--- config.mk ---
export PLATFORM = sky130hd
export DESIGN_NAME = first_fit_range_allocator_core
export DESIGN_NICKNAME = d
export VERILOG_FILES = /design/src/hw/rtl/ffra_pkg.sv /design/src/hw/rtl/ffra_ctrl.sv /design/src/hw/rtl/ffra_dpath.sv /design/src/hw/rtl/first_fit_range_allocator_core.sv
export SDC_FILE = /design/constraint.sdc
export NUM_CORES = 2
export LEC_CHECK = 0
export BUFFER_PORTS_ARGS = -buffer_cell sky130_fd_sc_hd__clkbuf_2
export CORE_MARGIN = 2
export CORE_UTILIZATION = 40
export DETAILED_ROUTE_END_ITERATION = 6
export PLACE_DENSITY_LB_ADDON = 0.1
export SLEW_MARGIN = 0
export SYNTH_ARGS = -nofsm -noshare
export SYNTH_HDL_FRONTEND = slang
export SYNTH_SLANG_ARGS = --single-unit
export TNS_END_PERCENT = 5
--- constraint.sdc ---
create_clock -name clk -period 14.15 [get_ports clk]
set_input_delay 1.415 -clock clk [delete_from_list [all_inputs] [get_ports clk]]
set_output_delay 1.415 -clock clk [all_outputs]
set_load 0.1 [all_outputs]
--- src/hw/rtl/ffra_pkg.sv ---
`default_nettype none
package ffra_pkg;

  // fixed field widths
  localparam int IDX_W = 16;
  localparam int ST_W  = 3;

  // default table sizes
  localparam int GAP_SLOTS_DEF  = 16;
  localparam int LIVE_SLOTS_DEF = 64;

  // command codes
  localparam logic [1:0] CMD_ALLOC = 2'd0;
  localparam logic [1:0] CMD_FREE  = 2'd1;
  localparam logic [1:0] CMD_PURGE = 2'd2;
  localparam logic [1:0] CMD_NOP   = 2'd3;  // unused code, no effect

  // status codes
  localparam logic [ST_W-1:0] ST_OK       = 3'd0;
  localparam logic [ST_W-1:0] ST_NOSPACE  = 3'd1;
  localparam logic [ST_W-1:0] ST_UNKNOWN  = 3'd2;
  localparam logic [ST_W-1:0] ST_GAPFULL  = 3'd3;
  localparam logic [ST_W-1:0] ST_LIVEFULL = 3'd4;

  // register map
  localparam int         PADDR_W       = 3;
  localparam int         PDATA_W       = 32;
  localparam logic       REG_MAX_INDEX = 1'b0;
  localparam logic [IDX_W-1:0] MAX_INDEX_RST = 16'hFFFF;

  typedef struct packed {
    logic [1:0]       command;
    logic [IDX_W-1:0] count;
    logic [IDX_W-1:0] handle;
  } req_t;

  typedef struct packed {
    logic [IDX_W-1:0] start_index;
    logic [ST_W-1:0]  status;
    logic [IDX_W-1:0] next_index;
  } rsp_t;

  // datapath operations issued by the controller
  typedef enum logic [3:0] {
    OP_IDLE,
    OP_CLEAR,
    OP_LOAD,
    OP_LSCAN,
    OP_GINIT,
    OP_GSCAN,
    OP_DECIDE,
    OP_SD,
    OP_SU,
    OP_EMIT
  } op_t;

  // datapath status back to the controller
  typedef struct packed {
    logic clr_last;
    logic lscan_done;
    logic lhit;
    logic gscan_done;
    logic rm;
    logic ins;
    logic sd_done;
    logic su_done;
    logic out_room;
  } dp_stat_t;

endpackage
`default_nettype wire

--- src/hw/rtl/ffra_ctrl.sv ---
`default_nettype none
module ffra_ctrl
  import ffra_pkg::*;
(
  input  wire logic     clk,
  input  wire logic     rst_n,
  input  wire logic     in_valid,
  input  wire logic [1:0] in_cmd,
  output logic          in_stall,
  input  wire dp_stat_t stat,
  output op_t           op
);

  typedef enum logic [3:0] {
    S_CLR,
    S_IDLE,
    S_LSCAN,
    S_GINIT,
    S_GSCAN,
    S_DECIDE,
    S_SD,
    S_SU,
    S_DONE
  } state_t;

  state_t     state_r, state_nxt;
  logic       in_stall_r;
  logic [1:0] cmd_r;

  // next state and operation
  always_comb begin
    state_nxt = state_r;
    op        = OP_IDLE;
    unique case (state_r)
      S_CLR: begin
        op = OP_CLEAR;
        if (stat.clr_last) state_nxt = S_IDLE;
      end
      S_IDLE: begin
        if (in_valid) begin
          op = OP_LOAD;
          if (in_cmd == CMD_ALLOC || in_cmd == CMD_FREE || in_cmd == CMD_PURGE) begin
            state_nxt = S_LSCAN;
          end else begin
            state_nxt = S_DONE;
          end
        end
      end
      S_LSCAN: begin
        op = OP_LSCAN;
        if (stat.lscan_done) begin
          state_nxt = (cmd_r != CMD_PURGE && !stat.lhit) ? S_DECIDE : S_GINIT;
        end
      end
      S_GINIT: begin
        op        = OP_GINIT;
        state_nxt = S_GSCAN;
      end
      S_GSCAN: begin
        op = OP_GSCAN;
        if (stat.gscan_done) state_nxt = (cmd_r == CMD_PURGE) ? S_DONE : S_DECIDE;
      end
      S_DECIDE: begin
        op = OP_DECIDE;
        if (stat.rm) begin
          state_nxt = S_SD;
        end else if (stat.ins) begin
          state_nxt = S_SU;
        end else begin
          state_nxt = S_DONE;
        end
      end
      S_SD: begin
        op = OP_SD;
        if (stat.sd_done) state_nxt = S_DONE;
      end
      S_SU: begin
        op = OP_SU;
        if (stat.su_done) state_nxt = S_DONE;
      end
      S_DONE: begin
        if (stat.out_room) begin
          op        = OP_EMIT;
          state_nxt = S_IDLE;
        end
      end
      default: state_nxt = S_IDLE;
    endcase
  end

  // state and registered stall
  always_ff @(posedge clk) begin
    if (!rst_n) begin
      state_r    <= S_CLR;
      in_stall_r <= 1'b1;
    end else begin
      state_r    <= state_nxt;
      in_stall_r <= (state_nxt != S_IDLE);
    end
    if (state_r == S_IDLE && in_valid) cmd_r <= in_cmd;
  end

  assign in_stall = in_stall_r;

endmodule
`default_nettype wire

--- src/hw/rtl/ffra_dpath.sv ---
`default_nettype none
module ffra_dpath
  import ffra_pkg::*;
#(
  parameter int GAP_SLOTS  = GAP_SLOTS_DEF,
  parameter int LIVE_SLOTS = LIVE_SLOTS_DEF
) (
  input  wire logic             clk,
  input  wire logic             rst_n,
  input  wire op_t              op,
  input  wire req_t             in_data,
  input  wire logic [IDX_W-1:0] max_index,
  input  wire logic             out_stall,
  output logic                  out_valid,
  output rsp_t                  out_data,
  output dp_stat_t              stat
);

  localparam int W   = IDX_W;
  localparam int GIW = $clog2(GAP_SLOTS);
  localparam int GCW = $clog2(GAP_SLOTS + 1);
  localparam int LIW = $clog2(LIVE_SLOTS);
  localparam int LW  = 1 + 2 * W;
  localparam int GW  = 2 * W;
  localparam logic [LIW:0]   L_END  = (LIW + 1)'(LIVE_SLOTS);
  localparam logic [LIW:0]   L_LAST = (LIW + 1)'(LIVE_SLOTS - 1);
  localparam logic [LIW-1:0] L_LIDX = LIW'(LIVE_SLOTS - 1);
  localparam logic [GCW-1:0] G_FULL = GCW'(GAP_SLOTS);
  localparam logic [GCW-1:0] G_ONE  = GCW'(1);

  // memories
  logic [LW-1:0] live_mem [LIVE_SLOTS];
  logic [GW-1:0] gap_mem  [GAP_SLOTS];
  logic [LW-1:0] live_q;
  logic [GW-1:0] gap_q;

  logic           live_we, gap_we;
  logic [LIW-1:0] live_wa, live_ra;
  logic [LW-1:0]  live_wd;
  logic [GIW-1:0] gap_wa, gap_ra;
  logic [GW-1:0]  gap_wd;

  // control registers
  logic [LIW:0]   lptr_r, lptr_nxt;
  logic           lpend_r, lpend_nxt;
  logic [GCW-1:0] gptr_r, gptr_nxt;
  logic           gpend_r, gpend_nxt;
  logic [GCW-1:0] gcnt_r, gcnt_nxt;
  logic [W-1:0]   bump_r, bump_nxt;
  logic           out_valid_r, out_valid_nxt;
  logic           found_r, found_nxt;
  logic           cur_ok_r, cur_ok_nxt;

  // payload registers
  logic [1:0]     cmd_r, cmd_nxt;
  logic [W-1:0]   count_r, count_nxt;
  logic [W-1:0]   handle_r, handle_nxt;
  logic [LIW-1:0] lpidx_r, lpidx_nxt;
  logic [GCW-1:0] gpidx_r, gpidx_nxt;
  logic [LIW-1:0] slot_r, slot_nxt;
  logic [W-1:0]   n_r, n_nxt;
  logic [W:0]     top_r, top_nxt;
  logic [GCW-1:0] pos_r, pos_nxt;
  logic [GCW-1:0] k_r, k_nxt;
  logic [W-1:0]   prev_start_r, prev_start_nxt;
  logic [W-1:0]   prev_size_r, prev_size_nxt;
  logic [W:0]     prev_end_r, prev_end_nxt;
  logic [W-1:0]   cur_start_r, cur_start_nxt;
  logic [W-1:0]   cur_size_r, cur_size_nxt;
  logic [W-1:0]   granted_r, granted_nxt;
  logic [ST_W-1:0] status_r, status_nxt;
  rsp_t           out_data_r, out_data_nxt;

  // decoded read data and helpers
  logic           lv;
  logic [W-1:0]   ls, lsz, gs, gsz, topm, ns;
  logic [W:0]     live_end, gap_end, bump_sum, merge_end, right_end;
  logic           is_alloc, is_free, is_purge;
  logic           lhit, lend, ghit, gend, keep;
  logic           left_touch, bridge, right_touch;
  logic           rm, ins, sd_done, su_done;
  logic [ST_W-1:0] dec_st;
  logic [GCW-1:0] pos_m1, sd_wa, su_wa, su_ra;

  assign lv  = live_q[LW-1];
  assign ls  = live_q[2*W-1:W];
  assign lsz = live_q[W-1:0];
  assign gs  = gap_q[GW-1:W];
  assign gsz = gap_q[W-1:0];
  assign topm = top_r[W-1:0];

  assign is_alloc = (cmd_r == CMD_ALLOC);
  assign is_free  = (cmd_r == CMD_FREE);
  assign is_purge = (cmd_r == CMD_PURGE);

  assign live_end = {1'b0, ls} + {1'b0, lsz};
  assign gap_end  = {1'b0, gs} + {1'b0, gsz};
  assign bump_sum = {1'b0, bump_r} + {1'b0, count_r};

  // scan hit tests
  assign lhit = lpend_r && (is_alloc ? !lv : (is_free ? (lv && ls == handle_r) : 1'b0));
  assign lend = lpend_r && !lhit && (lpidx_r == L_LIDX);
  assign ghit = gpend_r && (is_alloc ? (count_r <= gsz) : (is_free ? (gs >= handle_r) : 1'b0));
  assign gend = (gcnt_r == '0) || (gpend_r && !ghit && (gpidx_r + G_ONE == gcnt_r));
  assign keep = (gs < topm);

  // merge tests for free
  assign ns          = prev_size_r + n_r;
  assign merge_end   = {1'b0, prev_start_r} + {1'b0, ns};
  assign right_end   = {1'b0, handle_r} + {1'b0, n_r};
  assign left_touch  = (pos_r != '0) && (prev_end_r == {1'b0, handle_r});
  assign bridge      = cur_ok_r && (merge_end == {1'b0, cur_start_r});
  assign right_touch = cur_ok_r && ({1'b0, cur_start_r} == right_end);

  assign pos_m1 = pos_r - G_ONE;
  assign sd_wa  = gpidx_r - G_ONE;
  assign su_wa  = gpidx_r + G_ONE;
  assign su_ra  = gptr_r - G_ONE;
  assign sd_done = (gptr_r >= gcnt_r);
  assign su_done = (gptr_r == pos_r) && !gpend_r;

  always_comb begin
    lptr_nxt = lptr_r;   lpend_nxt = lpend_r;
    gptr_nxt = gptr_r;   gpend_nxt = gpend_r;
    gcnt_nxt = gcnt_r;   bump_nxt = bump_r;
    found_nxt = found_r; cur_ok_nxt = cur_ok_r;
    cmd_nxt = cmd_r;     count_nxt = count_r;   handle_nxt = handle_r;
    lpidx_nxt = lpidx_r; gpidx_nxt = gpidx_r;
    slot_nxt = slot_r;   n_nxt = n_r;           top_nxt = top_r;
    pos_nxt = pos_r;     k_nxt = k_r;
    prev_start_nxt = prev_start_r; prev_size_nxt = prev_size_r;
    prev_end_nxt = prev_end_r;
    cur_start_nxt = cur_start_r;   cur_size_nxt = cur_size_r;
    granted_nxt = granted_r;       status_nxt = status_r;
    out_data_nxt = out_data_r;
    out_valid_nxt = out_valid_r && out_stall;
    live_we = 1'b0; live_wa = lptr_r[LIW-1:0]; live_wd = '0; live_ra = lptr_r[LIW-1:0];
    gap_we = 1'b0;  gap_wa = '0; gap_wd = '0; gap_ra = gptr_r[GIW-1:0];
    rm = 1'b0; ins = 1'b0; dec_st = ST_OK;

    unique case (op)
      // sweep the live table clear after reset
      OP_CLEAR: begin
        live_we  = 1'b1;
        lptr_nxt = lptr_r + 1'b1;
      end
      OP_LOAD: begin
        cmd_nxt     = in_data.command;
        count_nxt   = in_data.count;
        handle_nxt  = in_data.handle;
        lptr_nxt    = '0;
        lpend_nxt   = 1'b0;
        top_nxt     = '0;
        found_nxt   = 1'b0;
        granted_nxt = '0;
        status_nxt  = ST_OK;
      end
      // live table walk, one entry a cycle
      OP_LSCAN: begin
        lpend_nxt = 1'b0;
        if (lptr_r < L_END) begin
          lptr_nxt  = lptr_r + 1'b1;
          lpidx_nxt = lptr_r[LIW-1:0];
          lpend_nxt = 1'b1;
        end
        if (lhit) begin
          found_nxt = 1'b1;
          slot_nxt  = lpidx_r;
          n_nxt     = lsz;
        end
        if (lpend_r && is_purge && lv && live_end > top_r) top_nxt = live_end;
      end
      OP_GINIT: begin
        gptr_nxt   = '0;
        gpend_nxt  = 1'b0;
        k_nxt      = '0;
        cur_ok_nxt = 1'b0;
        if (is_purge) bump_nxt = topm;
      end
      // gap list walk; purge compacts in place
      OP_GSCAN: begin
        gpend_nxt = 1'b0;
        if (gptr_r < gcnt_r) begin
          gptr_nxt  = gptr_r + G_ONE;
          gpidx_nxt = gptr_r;
          gpend_nxt = 1'b1;
        end
        if (gpend_r) begin
          if (is_purge) begin
            if (keep) begin
              gap_we = 1'b1;
              gap_wa = k_r[GIW-1:0];
              gap_wd = {gs, (gap_end >= {1'b0, topm}) ? topm - gs : gsz};
              k_nxt  = k_r + G_ONE;
            end
          end else if (ghit) begin
            pos_nxt       = gpidx_r;
            cur_start_nxt = gs;
            cur_size_nxt  = gsz;
            cur_ok_nxt    = 1'b1;
          end else begin
            prev_start_nxt = gs;
            prev_size_nxt  = gsz;
            prev_end_nxt   = gap_end;
          end
        end
        if (gend) begin
          pos_nxt    = gcnt_r;
          cur_ok_nxt = 1'b0;
          if (is_purge) gcnt_nxt = k_nxt;
        end
      end
      // final outcome of allocate or free
      OP_DECIDE: begin
        if (is_alloc) begin
          if (!found_r) begin
            dec_st = ST_LIVEFULL;
          end else if (count_r == '0) begin
            dec_st = ST_NOSPACE;
          end else if (cur_ok_r) begin
            granted_nxt = cur_start_r;
            live_we = 1'b1;
            live_wa = slot_r;
            live_wd = {1'b1, cur_start_r, count_r};
            if (count_r < cur_size_r) begin
              gap_we = 1'b1;
              gap_wa = pos_r[GIW-1:0];
              gap_wd = {cur_start_r + count_r, cur_size_r - count_r};
            end else begin
              rm = 1'b1;
            end
          end else if (bump_sum >= {1'b0, max_index}) begin
            dec_st = ST_NOSPACE;
          end else begin
            granted_nxt = bump_r;
            bump_nxt    = bump_sum[W-1:0];
            live_we = 1'b1;
            live_wa = slot_r;
            live_wd = {1'b1, bump_r, count_r};
          end
        end else if (is_free) begin
          if (!found_r) begin
            dec_st = ST_UNKNOWN;
          end else if (left_touch) begin
            live_we = 1'b1;
            live_wa = slot_r;
            gap_we  = 1'b1;
            gap_wa  = pos_m1[GIW-1:0];
            if (bridge) begin
              gap_wd = {prev_start_r, ns + cur_size_r};
              rm     = 1'b1;
            end else begin
              gap_wd = {prev_start_r, ns};
            end
          end else if (right_touch) begin
            live_we = 1'b1;
            live_wa = slot_r;
            gap_we  = 1'b1;
            gap_wa  = pos_r[GIW-1:0];
            gap_wd  = {handle_r, cur_size_r + n_r};
          end else if (gcnt_r >= G_FULL) begin
            dec_st = ST_GAPFULL;
          end else begin
            live_we = 1'b1;
            live_wa = slot_r;
            ins     = 1'b1;
          end
        end
        status_nxt = dec_st;
        if (rm) begin
          gptr_nxt  = pos_r + G_ONE;
          gpend_nxt = 1'b0;
        end
        if (ins) begin
          gptr_nxt  = gcnt_r;
          gpend_nxt = 1'b0;
        end
      end
      // close the hole at pos, moving later gaps down
      OP_SD: begin
        gpend_nxt = 1'b0;
        if (gpend_r) begin
          gap_we = 1'b1;
          gap_wa = sd_wa[GIW-1:0];
          gap_wd = gap_q;
        end
        if (!sd_done) begin
          gptr_nxt  = gptr_r + G_ONE;
          gpidx_nxt = gptr_r;
          gpend_nxt = 1'b1;
        end else begin
          gcnt_nxt = gcnt_r - G_ONE;
        end
      end
      // open a hole at pos, moving later gaps up, then fill it
      OP_SU: begin
        gap_ra    = su_ra[GIW-1:0];
        gpend_nxt = 1'b0;
        if (gpend_r) begin
          gap_we = 1'b1;
          gap_wa = su_wa[GIW-1:0];
          gap_wd = gap_q;
        end
        if (gptr_r > pos_r) begin
          gptr_nxt  = su_ra;
          gpidx_nxt = su_ra;
          gpend_nxt = 1'b1;
        end else if (su_done) begin
          gap_we   = 1'b1;
          gap_wa   = pos_r[GIW-1:0];
          gap_wd   = {handle_r, n_r};
          gcnt_nxt = gcnt_r + G_ONE;
        end
      end
      OP_EMIT: begin
        out_valid_nxt = 1'b1;
        out_data_nxt  = '{start_index: granted_r, status: status_r, next_index: bump_r};
      end
      default: ;
    endcase
  end

  // memory ports
  always_ff @(posedge clk) begin
    if (live_we) live_mem[live_wa] <= live_wd;
    live_q <= live_mem[live_ra];
  end

  always_ff @(posedge clk) begin
    if (gap_we) gap_mem[gap_wa] <= gap_wd;
    gap_q <= gap_mem[gap_ra];
  end

  // registers
  always_ff @(posedge clk) begin
    if (!rst_n) begin
      lptr_r      <= '0;
      lpend_r     <= 1'b0;
      gptr_r      <= '0;
      gpend_r     <= 1'b0;
      gcnt_r      <= '0;
      bump_r      <= '0;
      out_valid_r <= 1'b0;
      found_r     <= 1'b0;
      cur_ok_r    <= 1'b0;
    end else begin
      lptr_r      <= lptr_nxt;
      lpend_r     <= lpend_nxt;
      gptr_r      <= gptr_nxt;
      gpend_r     <= gpend_nxt;
      gcnt_r      <= gcnt_nxt;
      bump_r      <= bump_nxt;
      out_valid_r <= out_valid_nxt;
      found_r     <= found_nxt;
      cur_ok_r    <= cur_ok_nxt;
    end
    cmd_r        <= cmd_nxt;
    count_r      <= count_nxt;
    handle_r     <= handle_nxt;
    lpidx_r      <= lpidx_nxt;
    gpidx_r      <= gpidx_nxt;
    slot_r       <= slot_nxt;
    n_r          <= n_nxt;
    top_r        <= top_nxt;
    pos_r        <= pos_nxt;
    k_r          <= k_nxt;
    prev_start_r <= prev_start_nxt;
    prev_size_r  <= prev_size_nxt;
    prev_end_r   <= prev_end_nxt;
    cur_start_r  <= cur_start_nxt;
    cur_size_r   <= cur_size_nxt;
    granted_r    <= granted_nxt;
    status_r     <= status_nxt;
    out_data_r   <= out_data_nxt;
  end

  always_comb begin
    stat.clr_last   = (lptr_r == L_LAST);
    stat.lscan_done = lhit || lend;
    stat.lhit       = lhit;
    stat.gscan_done = ghit || gend;
    stat.rm         = rm;
    stat.ins        = ins;
    stat.sd_done    = sd_done;
    stat.su_done    = su_done;
    stat.out_room   = !out_valid_r || !out_stall;
  end

  assign out_valid = out_valid_r;
  assign out_data  = out_data_r;

  // checks
  a_gcnt_bound: assert property (@(posedge clk) disable iff (!rst_n)
    gcnt_r <= G_FULL) else $error("gap count beyond capacity");

  a_rm_ins_excl: assert property (@(posedge clk) disable iff (!rst_n)
    op == OP_DECIDE |-> !(rm && ins)) else $error("remove and insert together");

  a_su_room: assert property (@(posedge clk) disable iff (!rst_n)
    op == OP_SU |-> gcnt_r < G_FULL) else $error("insert into full gap list");

  a_emit_valid: assert property (@(posedge clk) disable iff (!rst_n)
    op == OP_EMIT |=> out_valid_r) else $error("result lost on emit");

  a_err_stable: assert property (@(posedge clk) disable iff (!rst_n)
    op == OP_DECIDE && dec_st != ST_OK |=> $stable(gcnt_r) && $stable(bump_r))
    else $error("failed request changed state");

endmodule
`default_nettype wire

--- src/hw/rtl/first_fit_range_allocator_core.sv ---
// Allocate and free walk the live table and, when it holds a match, the gap list,
//   then may shift later gaps down or up. Purge walks both and compacts the gap list;
//   other commands walk neither.
// Throughput: one request at a time; the next is taken once the previous is finished.
// Reset (synchronous, rst_n low) clears the counters, then a pass over every live
//   slot clears the live table while in_stall stays high.
`default_nettype none
module first_fit_range_allocator_core
  import ffra_pkg::*;
#(
  parameter int GAP_SLOTS  = GAP_SLOTS_DEF,
  parameter int LIVE_SLOTS = LIVE_SLOTS_DEF
) (
  input  wire logic               clk,
  input  wire logic               rst_n,
  input  wire logic               in_valid,
  output logic                    in_stall,
  input  wire req_t               in_data,
  output logic                    out_valid,
  input  wire logic               out_stall,
  output rsp_t                    out_data,
  input  wire logic               psel,
  input  wire logic               penable,
  input  wire logic               pwrite,
  input  wire logic [PADDR_W-1:0] paddr,
  input  wire logic [PDATA_W-1:0] pwdata,
  output logic [PDATA_W-1:0]      prdata,
  output logic                    pready
);

  logic [IDX_W-1:0] max_index_r;
  op_t              op;
  dp_stat_t         stat;

  // configuration register
  always_ff @(posedge clk) begin
    if (!rst_n) begin
      max_index_r <= MAX_INDEX_RST;
    end else if (psel && penable && pwrite && paddr[2] == REG_MAX_INDEX) begin
      max_index_r <= pwdata[IDX_W-1:0];
    end
  end

  assign pready = 1'b1;
  assign prdata = (paddr[2] == REG_MAX_INDEX) ?
                  {{(PDATA_W - IDX_W){1'b0}}, max_index_r} : '0;

  ffra_ctrl u_ctrl (
    .clk      (clk),
    .rst_n    (rst_n),
    .in_valid (in_valid),
    .in_cmd   (in_data.command),
    .in_stall (in_stall),
    .stat     (stat),
    .op       (op)
  );

  ffra_dpath #(
    .GAP_SLOTS  (GAP_SLOTS),
    .LIVE_SLOTS (LIVE_SLOTS)
  ) u_dpath (
    .clk       (clk),
    .rst_n     (rst_n),
    .op        (op),
    .in_data   (in_data),
    .max_index (max_index_r),
    .out_stall (out_stall),
    .out_valid (out_valid),
    .out_data  (out_data),
    .stat      (stat)
  );

endmodule
`default_nettype wire

== Word-level counts from Yosys, hierarchy flattened ==
Memory sizes are Yosys's and may differ from the RTL's. A register that Yosys moved wholly into a read port is not among the register bits.
Cells that the tools add are included.
W data, S select, Z words.
Word-level totals
  register bits after elaboration: 290
  memory bits (writable): 2624
  output and inout port bits: 70
  memories kept: 2
Memory list
  u_dpath.live_mem: words 64, width 33, rd ports 1, clocked after Yosys merged registers in 1, wr ports 1, RTL line ffra_dpath.sv:32  | logic [LW-1:0] live_mem [LIVE_SLOTS];
  u_dpath.gap_mem: words 16, width 32, rd ports 1, clocked after Yosys merged registers in 1, wr ports 1, RTL line ffra_dpath.sv:33  | logic [GW-1:0] gap_mem [GAP_SLOTS];
Cells by class
  add/sub/neg operators: 21
  order comparisons: 12
  equality and inequality tests: 55
  muxes and demuxes: 190
  bitwise operators: 3
  reduce and logical (&&, ||, !) cells: 62
Operator list (number)
  $mux W32: 15
  $mux W16: 14
  $mux W33: 6
  $pmux W32 S4: 1
  $mux W4: 29
  $mux W5: 19
  $add A16 B16 Y17: 5
  $pmux W4 S9: 2
  $mux W6: 11
  $add A16 B16 Y16: 4
  $mux W1: 64
  $pmux W16 S2: 2
  $eq A17 B16 Y1: 2
  $ge A17 B16 Y1: 2
  $pmux W17 S2: 1
  $eq A4 B3 Y1 const B: 8
  $lt A16 B16 Y1: 2
  $sub A16 B16 Y16: 2
  $pmux W5 S3: 2
  $mux W3: 9
  $add A5 B1 Y5 const B: 5
  $pmux W5 S5: 1
  $ne A2 B1 Y1 const B: 12
  $pmux W7 S3: 1
  other kinds (51): 124

== Depth between registers and ports, before layout ==
  depth after elaboration: 14
  gate-level depth with buffers: 25
  depth with buffers taken out: 23

== By module ==
From an unflattened synthesis, not the netlist that was laid out.
Second synthesis, totals
  cells, all modules: 6712
  area, all modules: 125552.9 µm²
Modules (own cells, without submodules)
  ffra_dpath: instances 1, cells an instance 6537, area an instance 124011.4 µm², sequential area each 87734.1 µm²
  first_fit_range_allocator_core: instances 1, cells an instance 106, area an instance 987.2 µm², sequential area each 320.3 µm²
  ffra_ctrl: instances 1, cells an instance 69, area an instance 554.3 µm², sequential area each 160.2 µm²

== Least setup slack after synthesis ==
No wires, ideal clock.
  kind: reg-to-reg
  start point: register u_dpath.count_r[1]
  end point: memory u_dpath.live_mem[0][21] (netlist name) (data pin)
  setup time: 548 ps
  arrival time: 5863 ps
  data required time: 13602 ps
  path slack: 7740 ps
  stages on the path, launching flop included: 20
  cells stage by stage: edfxtp_1 -> ha_1 -> a21o_1 -> a21oi_1 -> o21a_1 -> o31ai_1 -> o41ai_1 -> o21bai_1 -> a21o_1 -> xor2_1 -> ha_1 -> o21a_1 -> o21ai_0 -> a21oi_1 -> nor3_1 -> nand2_1 -> a211oi_1 -> clkbuf_1 -> nand2_1 -> a21oi_1
On the way
  cells in the longest elaborated chain, start to end: 8
Ends and longest elaborated chain
  from (decl): RTL line ffra_dpath.sv:56  | logic [W-1:0] count_r, count_nxt;
  from (signal assigned): RTL line ffra_dpath.sv:358  | count_r <= count_nxt;
  $add A16 B16 Y17: RTL line ffra_dpath.sv:98  | assign bump_sum = {1'b0, bump_r} + {1'b0, count_r};
  $ge A17 B16 Y1: RTL line ffra_dpath.sv:232  | end else if (bump_sum >= {1'b0, max_index}) begin
  $mux W33: RTL line ffra_dpath.sv:232
  $mux W33: RTL line ffra_dpath.sv:220  | end else if (cur_ok_r) begin
  $mux W33 *: RTL line ffra_dpath.sv:218  | end else if (count_r == '0) begin
  $mux W33 *: RTL line ffra_dpath.sv:216  | if (!found_r) begin
  $mux W33 *: RTL line ffra_dpath.sv:215  | if (is_alloc) begin
  $mux W33 *: RTL line ffra_dpath.sv:141  | unique case (op)
  via u_dpath.live_wd[21]: RTL line ffra_dpath.sv:39  | logic [LW-1:0] live_wd;
  to (decl): RTL line ffra_dpath.sv:32
Mark *: on every way through the listed nets, which the timed path passes. The rest lies on a longest branch.

== Worst setup path in the final report ==
  start point: register u_dpath.count_r[1]
  end point: memory u_dpath.live_mem[4][31] (netlist name) (enable)
On the way
  cells in the longest elaborated chain, start to end: 10
Ends and longest elaborated chain
  $add A16 B16 Y17: RTL line ffra_dpath.sv:98
  $ge A17 B16 Y1: RTL line ffra_dpath.sv:232
  $mux W1: RTL line ffra_dpath.sv:232
  $mux W1: RTL line ffra_dpath.sv:220
  $mux W1: RTL line ffra_dpath.sv:218
  $mux W1: RTL line ffra_dpath.sv:216
  $mux W1: RTL line ffra_dpath.sv:215
  $pmux W1 S2: RTL line ffra_dpath.sv:141
  $mux W1: RTL line ffra_dpath.sv:325  | if (live_we) live_mem[live_wa] <= live_wd;
  $mux W1 (implied by the code): RTL line ffra_dpath.sv:325
Several ways; a longest one is shown, not always the timed one.

==> summary.txt <==
Run status
  • Outcome: finished with violations
  • Failing checks: DRC

Drt
  • Drt drc: 6
  • Final wirelength: 368000 um
  • DR WL/cell: 32.1 um
  • Initial DRT Pass Iterations: 7
  • DRT iter0 DRCs: 6150
  • Vias: 65.6k
  • Routed vias/inst: 5.74
  • Antenna violation net count after detailed routing: 0

STA
  • RSZ-0062 raised after global routing: no
  • Final WS setup: 5920 ps
  • Final setup fails: 0
  • Tcrit/Tclk final: 58.2%
  • Max-slew violation count: 0
  • Worst-Margin Slew: 1270 ps
  • Fmax: 0.121 GHz
  • Slew Limit Headroom: 14.9%
  • Final min period: 8230 ps
  • Setup TNS: 0 ps
  • Clock Skew: 35.6 ps
  • Fin. Hold Viols: 0

Place
  • GPL Wtd Cong: 0.966
  • Detail Placement HPWL: 229000 um
  • Dpl cells: 10.8k
  • Port Buffers: 110
  • Post-Place Setup Slack: 5990 ps

Synthesis
  • Netlist cell types: 93
  • Synth Flop Type: edfxtp_1
  • Area contributors post-synth: edfxtp_1 (69%), mux4_2 (15%), ha_1 (2.8%)
  • Async SR Flop Fraction: 0%
  • Cell with the most instances after synthesis: edfxtp_1
  • Yosys top cell by area: edfxtp_1
  • Synth Cell Area: 0.125 mm2
  • Synthesized area per cell: 18.7 um2
  • Syn Inst Count: 6661
  • EDFF count, synth: 2855
  • Synth top area share: 68.7%
  • Top cells by count, synth: edfxtp_1 (2855), mux4_2 (821), nand2_1 (366)
  • FF+latch count, synth: 2979
  • Sequential area share after synthesis: 70.7%
  • Yosys warning count: 0

Setup path
  • Critical Path RT: 14700 ps
  • Setup CP Type: flop to flop
  • R2r setup slk: 5920 ps
  • R2R Path End: u_dpath.live_mem[4][31]
  • Cells on worst reg2reg path: 22
  • Worst Path Arrival: 8790 ps
  • Crit. End Element: flop
  • FF-to-FF Start: u_dpath.count_r[1]
  • Crit start category: flop
  • Crit path max fanout: 23

Floorplan
  • Initial Util: 40.1%
  • Die width: 563 um
  • Rows: 205
  • I/O pin cnt: 146
  • Die height: 563 um
  • Total core area: 0.311 mm2
  • Die ar.: 0.317 mm2

Worst hold path
  • Hold Crit Endpoint: u_dpath.out_data[23]
  • Hold_sp: u_dpath.granted_r[4]
  • Hold Path Cell Cnt: 0
  • Hold Crit Class: flop to flop

Global routing
  • Largest net degree at the start of global routing: 120
  • Vias in the first global route: 67.4k
  • First-pass GRT wire length: 515000 um
  • Total GRT Usage: 23.1%
  • Total grt overflow: 0
  • Initial antenna violation count: 24

Clocking
  • CTS Buf Count: 323
  • Clock sink count: 2979
  • Root Buffer: clkbuf_16
  • H-tree levels: 5
  • Clk Latency, worst-skew pair: 910 ps
  • Hold-fix buffers, CTS: 0
  • CTS resizes: 0
  • CTS tree: done
  • Clk slew on worst S/H paths: 60 ps
  • Post-CTS setup buffers: 0
  • Clock Path Buffers: 4

Power
  • Power, Total: 18.8 mW
  • Max VDD drop: 0.109 mV
  • P per Cell Area: 132 mW/mm2
  • Leakage: 46.5 nW

Cells and area
  • Final #Nets: 7385
  • Area Growth Syn to Fin: 14.3%
  • Post-Layout Cell Count: 11.4k
  • Share of cells above drive strength 1: 24.8%

Run
  • Max cap viols: 0
cell families after synthesis:
group	share of synthesized area, %
AOI/OAI and AO/OA	4.12
xor gates and xnor gates	1.51
adders and majority gates	3.04
buffers and inverters	1.57
DFF	70.7
muxes	15.1
other	0.00602
and+or+nand+nor	4.02
through the flow:
step	hold slack [ps]	utilization, %	instance area [um2]
global placement	408	42.4	132000
floorplan	400	-	125000
CTS	418	45.9	143000
detailed placement	405	42.4	132000
global route	421	45.9	143000
finish	417	45.9	143000
worst max-delay path by stage:
stage	cells after the start	slack, ps	from	end
floorplan	19	7740	u_dpath.count_r[1]	u_dpath.live_mem[0][21]
global placement	22	6080	u_dpath.count_r[1]	u_dpath.live_mem[4][14]
detailed placement	22	5990	u_dpath.count_r[1]	u_dpath.live_mem[5][14]
CTS	22	5980	u_dpath.count_r[1]	u_dpath.live_mem[5][13]
global route	22	5540	u_dpath.count_r[1]	u_dpath.live_mem[5][13]
finish	22	5920	u_dpath.count_r[1]	u_dpath.live_mem[4][31]
cell usage in the layout, fill, tap and decap left out, types with 17 or more instances in the layout:
master and n:
inv_1 177, mux2i_1 32, nor2_4 80, nor2_1 187
a21oi_1 195, nand2b_1 24, nor4_1 23, nand2_1 365
conb_1 17, xor2_1 75, and3_1 66, clkbuf_16 329
clkbuf_8 20, nand3_1 77, o21ai_0 122, clkinv_1 67
buf_4 206, dfxtp_1 119, ha_1 283, bufinv_16 31
diode_2 18, mux4_2 821, a21oi_4 19, clkinv_2 50
a21o_1 60, clkbuf_1 60, nand4_1 40, xnor2_1 138
nor3_1 51, o211ai_1 44, a31oi_1 60, nor2b_1 38
clkbuf_2 110, o21bai_1 21, o21a_1 40, a222oi_1 32
edfxtp_1 2855, a211oi_1 30
flip-flops by register name, indices dropped and copies added, names as in the netlist, 17 cells and up:
name and flops:
u_dpath.live_mem 2112, u_dpath.top_r 17, u_dpath.gap_mem 512, u_dpath.prev_end_r 17, u_dpath.out_data 35, u_dpath.live_q 33
u_dpath.gap_q 32
critical path: stages (launching register included):
cell	delay, ps
edfxtp_1	760
ha_1	350
a21o_1	150
a21oi_1	270
o21a_1	200
o31ai_1	120
o41ai_1	520
o21bai_1	160
a31o_2	280
a21oi_1	170
xnor2_1	110
ha_1	310
nand4_1	110
nor3_1	190
o41ai_1	140
a21oi_1	270
a311oi_4	50
buf_4	250
a21oi_4	950
mux2i_1	390
nand2b_1	670
nor2_4	880
buf_4	480
metal layers:
metal | GRT usage [%] | wire length [um] | vias up
li1 | - | - | 27900
met4 | 9.16 | 15200 | 2
met1 | 30.4 | 152000 | 35200
met2 | 39.3 | 184000 | 1900
met3 | 2.53 | 16700 | 569
met5 | 0 | 12 | -
where the power goes:
part	leakage (nW)	switching [mW]	internal (mW)
combinational	14.2	0.421	0.301
sequential	27.1	0.0666	9.58
clock	5.18	3.52	4.96
area by class of cell:
| type | instances | area [um2] |
|---|---|---|
| flip-flops and latches | 2979 | 88200 |
| multi-input cells | 3202 | 35700 |
| well taps | 4140 | 5180 |
| clock inverters | 184 | 1910 |
| fillers | 26400 | 168000 |
| repair buffers | 323 | 2240 |
| diodes | 18 | 45.0 |
| inverters | 184 | 692 |
| clock buffers | 409 | 8730 |
(Power assumes the default switching activity.)
